--- src/ddf_pkg.sv ---
// ddf_pkg: widths, codes, record types and register reset values shared by
// the upwind face flux block; no dependencies
package ddf_pkg;

	// fixed point format and field widths
	localparam int FRAC_BITS = 16;
	localparam int P_W       = 32;
	localparam int S_W       = 17;
	localparam int K_W       = 31;
	localparam int EPS_W     = 16;
	localparam int OUT_W     = 32;
	localparam int CFG_W     = 31;

	// derived arithmetic widths
	localparam int DP_W     = P_W + 1;
	localparam int REL_W    = 2 * S_W - FRAC_BITS;
	localparam int KB_W     = K_W + 1;
	localparam int NH_W     = 2 * K_W + 1;
	localparam int DEN_W    = K_W + 2;
	localparam int KPROD_W  = KB_W + REL_W;
	localparam int MOB_W    = KPROD_W;
	localparam int GRAD_W   = DP_W + K_W - FRAC_BITS;
	localparam int SPLIT_W  = 25;
	localparam int PROD_W   = MOB_W + GRAD_W;
	localparam int FPROD_W  = K_W + OUT_W;
	localparam int FMAG_W   = FPROD_W - FRAC_BITS;

	// saturation bounds as magnitudes
	localparam logic [OUT_W-1:0] NEG_BOUND = {1'b1, {(OUT_W-1){1'b0}}};
	localparam logic [OUT_W-1:0] POS_BOUND = {1'b0, {(OUT_W-1){1'b1}}};

	// register indexes
	localparam logic [1:0] REG_INV_X = 2'd0;
	localparam logic [1:0] REG_INV_Y = 2'd1;
	localparam logic [1:0] REG_MODE  = 2'd2;
	localparam logic [1:0] REG_EPS   = 2'd3;

	typedef enum logic [1:0] {
		MODE_ARITH,
		MODE_LEFT,
		MODE_RIGHT,
		MODE_HARM
	} ddf_mode_t;

	typedef enum logic [1:0] {
		ST_OK,
		ST_SAT,
		ST_MU_ZERO
	} ddf_status_t;

	// register reset values
	localparam logic [K_W-1:0]   INV_RESET = K_W'(65536);
	localparam logic [EPS_W-1:0] EPS_RESET = EPS_W'(1);

	typedef struct packed {
		logic [K_W-1:0]   inv_x;
		logic [K_W-1:0]   inv_y;
		ddf_mode_t        mode;
		logic [EPS_W-1:0] eps;
	} ddf_cfg_t;

	// one classified face as it sits in the queue
	typedef struct packed {
		logic [REL_W-1:0]  rel;
		logic [NH_W-1:0]   nh;
		logic [DEN_W-1:0]  den;
		logic [KB_W-1:0]   ksel;
		logic              harm;
		logic              den0;
		logic [GRAD_W-1:0] grad;
		logic [K_W-1:0]    mu;
		logic [K_W-1:0]    rhox;
		logic              neg;
		logic              mu_zero;
	} ddf_face_t;

	// side data riding with the harmonic divider
	typedef struct packed {
		logic [REL_W-1:0]  rel;
		logic [KB_W-1:0]   ksel;
		logic              harm;
		logic              den0;
		logic [GRAD_W-1:0] grad;
		logic [K_W-1:0]    mu;
		logic [K_W-1:0]    rhox;
		logic              neg;
		logic              mu_zero;
	} ddf_htag_t;

	// side data riding with the mobility divider
	typedef struct packed {
		logic [GRAD_W-1:0] grad;
		logic [K_W-1:0]    rhox;
		logic              neg;
		logic              mu_zero;
	} ddf_mtag_t;

endpackage

--- src/ddf_queue.sv ---
// ddf_queue: short register queue between front and back so either side
// can stall alone; depends on ddf_pkg
module ddf_queue
	import ddf_pkg::*;
#(
	parameter int DEPTH = 4
) (
	input  logic      clk,
	input  logic      arst_n,
	input  logic      push_valid,
	output logic      push_ready,
	input  ddf_face_t push_face,
	output logic      pop_valid,
	input  logic      pop,
	output ddf_face_t pop_face
);

	localparam int PTR_W = (DEPTH > 1) ? $clog2(DEPTH) : 1;
	localparam int CNT_W = $clog2(DEPTH + 1);

	ddf_face_t        mem_q [DEPTH];
	logic [PTR_W-1:0] wr_ptr_q, rd_ptr_q;
	logic [CNT_W-1:0] cnt_q;
	logic             do_push, do_pop;

	assign push_ready = cnt_q != CNT_W'(DEPTH);
	assign pop_valid  = cnt_q != '0;
	assign do_push    = push_valid && push_ready;
	assign do_pop     = pop && pop_valid;
	assign pop_face   = mem_q[rd_ptr_q];

	// pointers and fill count
	always_ff @(posedge clk or negedge arst_n) begin
		if (!arst_n) begin
			wr_ptr_q <= '0;
			rd_ptr_q <= '0;
			cnt_q    <= '0;
		end else begin
			if (do_push) begin
				wr_ptr_q <= (wr_ptr_q == PTR_W'(DEPTH - 1)) ? '0 : wr_ptr_q + 1'b1;
			end
			if (do_pop) begin
				rd_ptr_q <= (rd_ptr_q == PTR_W'(DEPTH - 1)) ? '0 : rd_ptr_q + 1'b1;
			end
			if (do_push && !do_pop) cnt_q <= cnt_q + 1'b1;
			else if (do_pop && !do_push) cnt_q <= cnt_q - 1'b1;
		end
	end

	// entry storage
	always_ff @(posedge clk) begin
		if (do_push) mem_q[wr_ptr_q] <= push_face;
	end

`ifndef SYNTHESIS
	a_cnt_bound: assert property (@(posedge clk) disable iff (!arst_n)
		cnt_q <= CNT_W'(DEPTH))
		else $error("queue count beyond depth");
	a_cnt_step: assert property (@(posedge clk) disable iff (!arst_n)
		do_push && !do_pop |=> cnt_q == $past(cnt_q) + 1'b1)
		else $error("queue count missed a push");
`endif

endmodule

--- config.mk ---
export PLATFORM = sky130hd
export DESIGN_NAME = ddf_queue
export DESIGN_NICKNAME = d
export VERILOG_FILES = /design/src/ddf_pkg.sv /design/src/ddf_queue.sv
export SDC_FILE = /design/constraint.sdc
export NUM_CORES = 1
export LEC_CHECK = 0
export ABC_AREA = 0
export CAP_MARGIN = 10
export CORE_MARGIN = 5
export CORE_UTILIZATION = 35
export DETAILED_ROUTE_END_ITERATION = 10
export DONT_BUFFER_PORTS = 1
export PLACE_DENSITY = 0.6
export SLEW_MARGIN = 20
export SYNTH_ARGS = -nofsm -noshare
export SYNTH_HDL_FRONTEND = slang
export SYNTH_SLANG_ARGS = --single-unit
export TNS_END_PERCENT = 100
--- constraint.sdc ---
create_clock -name clk -period 7.49 [get_ports clk]
set_input_delay 0.3745 -clock clk [delete_from_list [all_inputs] [get_ports clk]]
set_output_delay 0.3745 -clock clk [all_outputs]
set_load 0.01 [all_outputs]
After elaboration in Yosys (flattened, before gate mapping). Memories as Yosys holds them, arrays and structs flattened. Cells that the tools add are included.

Add/sub/neg operators: 4. Equality and inequality tests: 3. Mux-type cells: 6. Reduce and logical (&&, ||, !) cells: 8.

Operators by type and width (number): $mux 3 (2); $add 2x1->2 const B (2); $eq 2x2->1 const B (2); $logic_and 1x1->1 (4); $mux 2 (2); $add 3x1->3 const B (1); $ne 3x3->1 const B (1); $reduce_bool 3->1 (1); $sub 3x1->3 const B (1); $logic_not 1->1 (2); $mux 1 (2); $reduce_bool 2->1 (1).

Flip-flop bits (word level): 7. Bits in writable memories: 1040. Input port bits: 264. Output and inout bits: 262. Logic and storage cells: 25. Memories kept: 1.

Memories: mem_q (words 4, width 260, rd ports 1, clocked after memory_dff 0, wr ports 1, line ddf_queue.sv:21) `ddf_face_t mem_q [DEPTH];`.

Logic depth before layout (Yosys ltp).
Depth in word-level cells: 6. Depth in mapped cells: 8. Mapped depth without buffers: 8.

Worst setup path before layout. No wires, ideal clock.

Kind: reg2reg. From: register cnt_q[2]. To: memory mem_q[0][0] (netlist bit), enable pin. Setup time: 657 ps. Arrival: 6610 ps. Data required time: 6833 ps. Path slack: 223 ps. Cell stages (with the launch flop): 3. Path buffers: 0. Clock period less this slack: 7267 ps. Cells stage by stage: dfrtp_1 or3b_4 and3_1.

Longest elaborated chain between the ends: 4.

RTL lines: start: declaration (line ddf_queue.sv:23) `logic [CNT_W-1:0] cnt_q;`; start signal: assignment (line ddf_queue.sv:45) `if (do_push && !do_pop) cnt_q <= cnt_q + 1'b1;`; start signal: assignment (line ddf_queue.sv:46) `else if (do_pop && !do_push) cnt_q <= cnt_q - 1'b1;`; $ne 3x3->1 (line ddf_queue.sv:26) `assign push_ready = cnt_q != CNT_W'(DEPTH);`; via push_ready (line ddf_queue.sv:11) `output logic push_ready,`; $logic_and 1x1->1 (line ddf_queue.sv:28) `assign do_push = push_valid && push_ready;`; $mux 1 (line ddf_queue.sv:52) `if (do_push) mem_q[wr_ptr_q] <= push_face;`; $mux 1 (not written as such) (line ddf_queue.sv:52); end: declaration (line ddf_queue.sv:21).

The timed path passes the listed nets, and every way through them passes these cells.

==> results.yml <==
run_status:
  run_status: "finished, final reports clean"
sta:
  tightest_slew_ns: 1.142
  rsz0062_at_grt: "false"
  fmax_mhz: 263.0
  setup_slack_ns: 3.688
  period_needed_ns: 3.802
  hold_slack_ns: 0.07261
  relSlewSlack: 0.2389
  slew_viol_final: 0
  hold_viol: 0
  finClkSkew_ns: 0.02392
  finalSetupTns_ns: 0
  setup_viol: 0
  post-route-period-util: 0.5076
layout:
  final_cell_mix: "1040 x edfxtp_1, 262 x dlygate4sd3_1, 260 x mux4_2"
  nNetsFinal: 1991
  areaGrowthSynthToFinish_pct: 20.23
  nFillCells: 8952
  drive_gt1_frac: 0.2438
  mostFrequentLayoutCell: "edfxtp_1"
  layout.cells.non_filler: 3224
floorplan:
  die_x_microns: 339.2
  io_pins: 526
  start_util: 0.3534
  core_sq_mm: 0.1074
  rows: 120
  die_h_microns: 339.2
  die_area_sq_mm: 0.1151
drt:
  drtIter0Drc: 1061
  wirelength_microns: 77910
  viasPerCell: 4.926
  wl_per_cell_microns: 24.17
  dr.pass1.iters: 4
  via_count: 15881
  drc: 0
  postRouteAntennaNets: 0
critical_path:
  r2r-start: "cnt_q[2]$_DFFE_PN0P_"
  cp-startpoint: "rd_ptr_q[1]$_DFFE_PN0P_"
  worst-path-buf-inv: 2
  arrival_ns: 3.43
  crit_slowest_cell: "dfrtp_4"
  crit_top_cell: "buf_12"
  cp-start-kind: "flop"
  path_class: "reg2out"
  crit_path_end: "pop_face[235]"
  r2r_end: "mem_q[0][115]$_DFFE_PP_"
  worst_path_largest_cell_delay_ns: 0.66
  crit_family: "buffers and inverters"
  reg2regPathDepth: 3
  path_cells: "buf_12 > buf_12 > mux4_2"
  rrSetupSlack_ns: 5.00
  critPathCaptureType: "output pin"
  critical_path.max_fanout: 137
  worst_ep_required_time_ns: 7.12
  cp.depth: 3
cts:
  clockBufferDepth: 3
  cts_resized: 0
  numCtsBuffers: 106
  clock_latency_ns: 0.67
  cts.sinks: 1047
  clk_pin_slew_ns: 0.06
  tritoncts: "yes"
  cts-root-buf: "clkbuf_16"
  cts_post_setup_buffers_inserted: 0
  cts_max_level: 3
power_and_ir_drop:
  cellPowerDensity_mw_per_mm2: 387.3
  leakage_nw: 14.24
  max-vdd-ir-drop_uv: 280.8
logic_synthesis:
  yosys_warnings: 0
  synth_mux_area_frac: 0.1560
  ys_seq_elements: 1047
  syn_area_per_cell_sq_um: 27.22
  synthXorXnorAreaFrac: 0.0006925
  synthesis.instances: 1394
  synth_top_family_by_area: "multiplexers"
  synth-compound-area-share: 0
  synthAdderAreaFrac: 0.002506
  yosys.cell_types.count: 21
  synth_area_sq_mm: 0.03794
  yosysSeqAreaShare: 0.8278
  synth-simple-area-share: 0.001748
  syn-num-nets: 1665
global_route:
  grt_antenna_before_repair: 13
  grt_max_degree: 139
  grtUsageMet2: 0.2272
  grt_pass1_vias: 16956
  grtUsageMet3: 0.04581
  grt_pass1_wl_microns: 115200
  busiest_layer: "met2"
  grt_overflow_total: 0
  use_met1: 0.1600
  track_usage: 0.1325
min_path:
  hold_class: "in2async"
placement:
  dp.cells: 2753
  pre_cts_ws_ns: 4.414
  place_hpwl_microns: 46180
  numPortBuffers: 0
  routabilityCongestion: 0.7567
flow_run:
  cap_violations: 0
==> worst min-delay path by stage <==
stage | startpoint | to | slack [ns] | depth (start not counted)
2_1_floorplan | arst_n | cnt_q[0]$_DFFE_PN0P_ | 0.08 | 0
4_1_cts | pop | rd_ptr_q[1]$_DFFE_PN0P_ | 0.001 | 2
6_report | arst_n | rd_ptr_q[1]$_DFFE_PN0P_ | 0.07 | 1
3_3_place_gp | arst_n | cnt_q[2]$_DFFE_PN0P_ | 0.08 | 0
5_1_grt | arst_n | cnt_q[2]$_DFFE_PN0P_ | 0.03 | 1
3_5_place_dp | arst_n | cnt_q[1]$_DFFE_PN0P_ | 0.08 | 0
==> metrics by stage <==
stage | area (sq um) | total power [mW] | utilization
floorplan | 37940 | 11.75 | -
global placement | 39560 | 12.60 | 0.3685
detailed placement | 39560 | 12.69 | 0.3685
CTS | 45590 | 17.99 | 0.4246
global route | 45610 | 18.46 | 0.4248
finish | 45620 | 17.67 | 0.4249
==> layout make-up <==
class	count	area, sq um	area share
clock inverter	65	589.3	0.01292
inverter	3	11.26	0.0002469
sequential	1047	31410	0.6886
antenna	12	30.03	0.0006583
timing repair buffer	276	2878	0.06309
tap	1403	1755	0.03848
multi-input combinational	286	6127	0.1343
clock buffer	132	2813	0.06166
==> per-layer routing <==
layer,vias up,wire [microns],share of wire
met5,-,27,0.00035
met4,4,1819,0.023
met2,497,40260,0.52
li1,6769,-,-
met3,119,6044,0.078
met1,8492,29760,0.38
==> registers in the layout, summed over array words and instances (netlist names) <==
register and cells:
mem_q 1040, cnt_q 3, rd_ptr_q 2, wr_ptr_q 2
==> cell families after synthesis <==
| logic type | count (synthesis) |
|---|---|
| adder cells (fa/ha/maj) | 7 |
| XOR/XNOR | 3 |
| flip-flops | 1047 |
| multiplexers | 265 |
| AND/OR/NAND/NOR | 11 |
| buffers and inverters | 61 |
==> cells in the mapped netlist, drive strengths merged <==
library cell     n  share of area
mux2             5         0.0017
or3              1        0.00016
xor2             2        0.00046
and3             4        0.00066
edfxtp        1040           0.82
and2             1        0.00023
mux4           260           0.15
xnor2            1        0.00023
buf             53          0.010
fa               1        0.00053
nor2             3        0.00030
nand2            1       0.000099
dfrtp            7         0.0046
ha               6         0.0020
inv              3        0.00030
clkbuf           5        0.00049
or3b             1        0.00030
==> timing repair <==
item                       in CTS  in global routing
hold endpoints to repair     1049                  0
hold buffers                  262                  0
setup endpoints to repair       0                  0
==> power by group <==
part	internal, mW	total, mW	switching (mW)
Sequential	7.75	8.06	0.312
Combinational	1.76	4.51	2.75
Clock	2.95	5.10	2.15
Total	12.5	17.7	5.21
(Power assumes the default switching activity.)
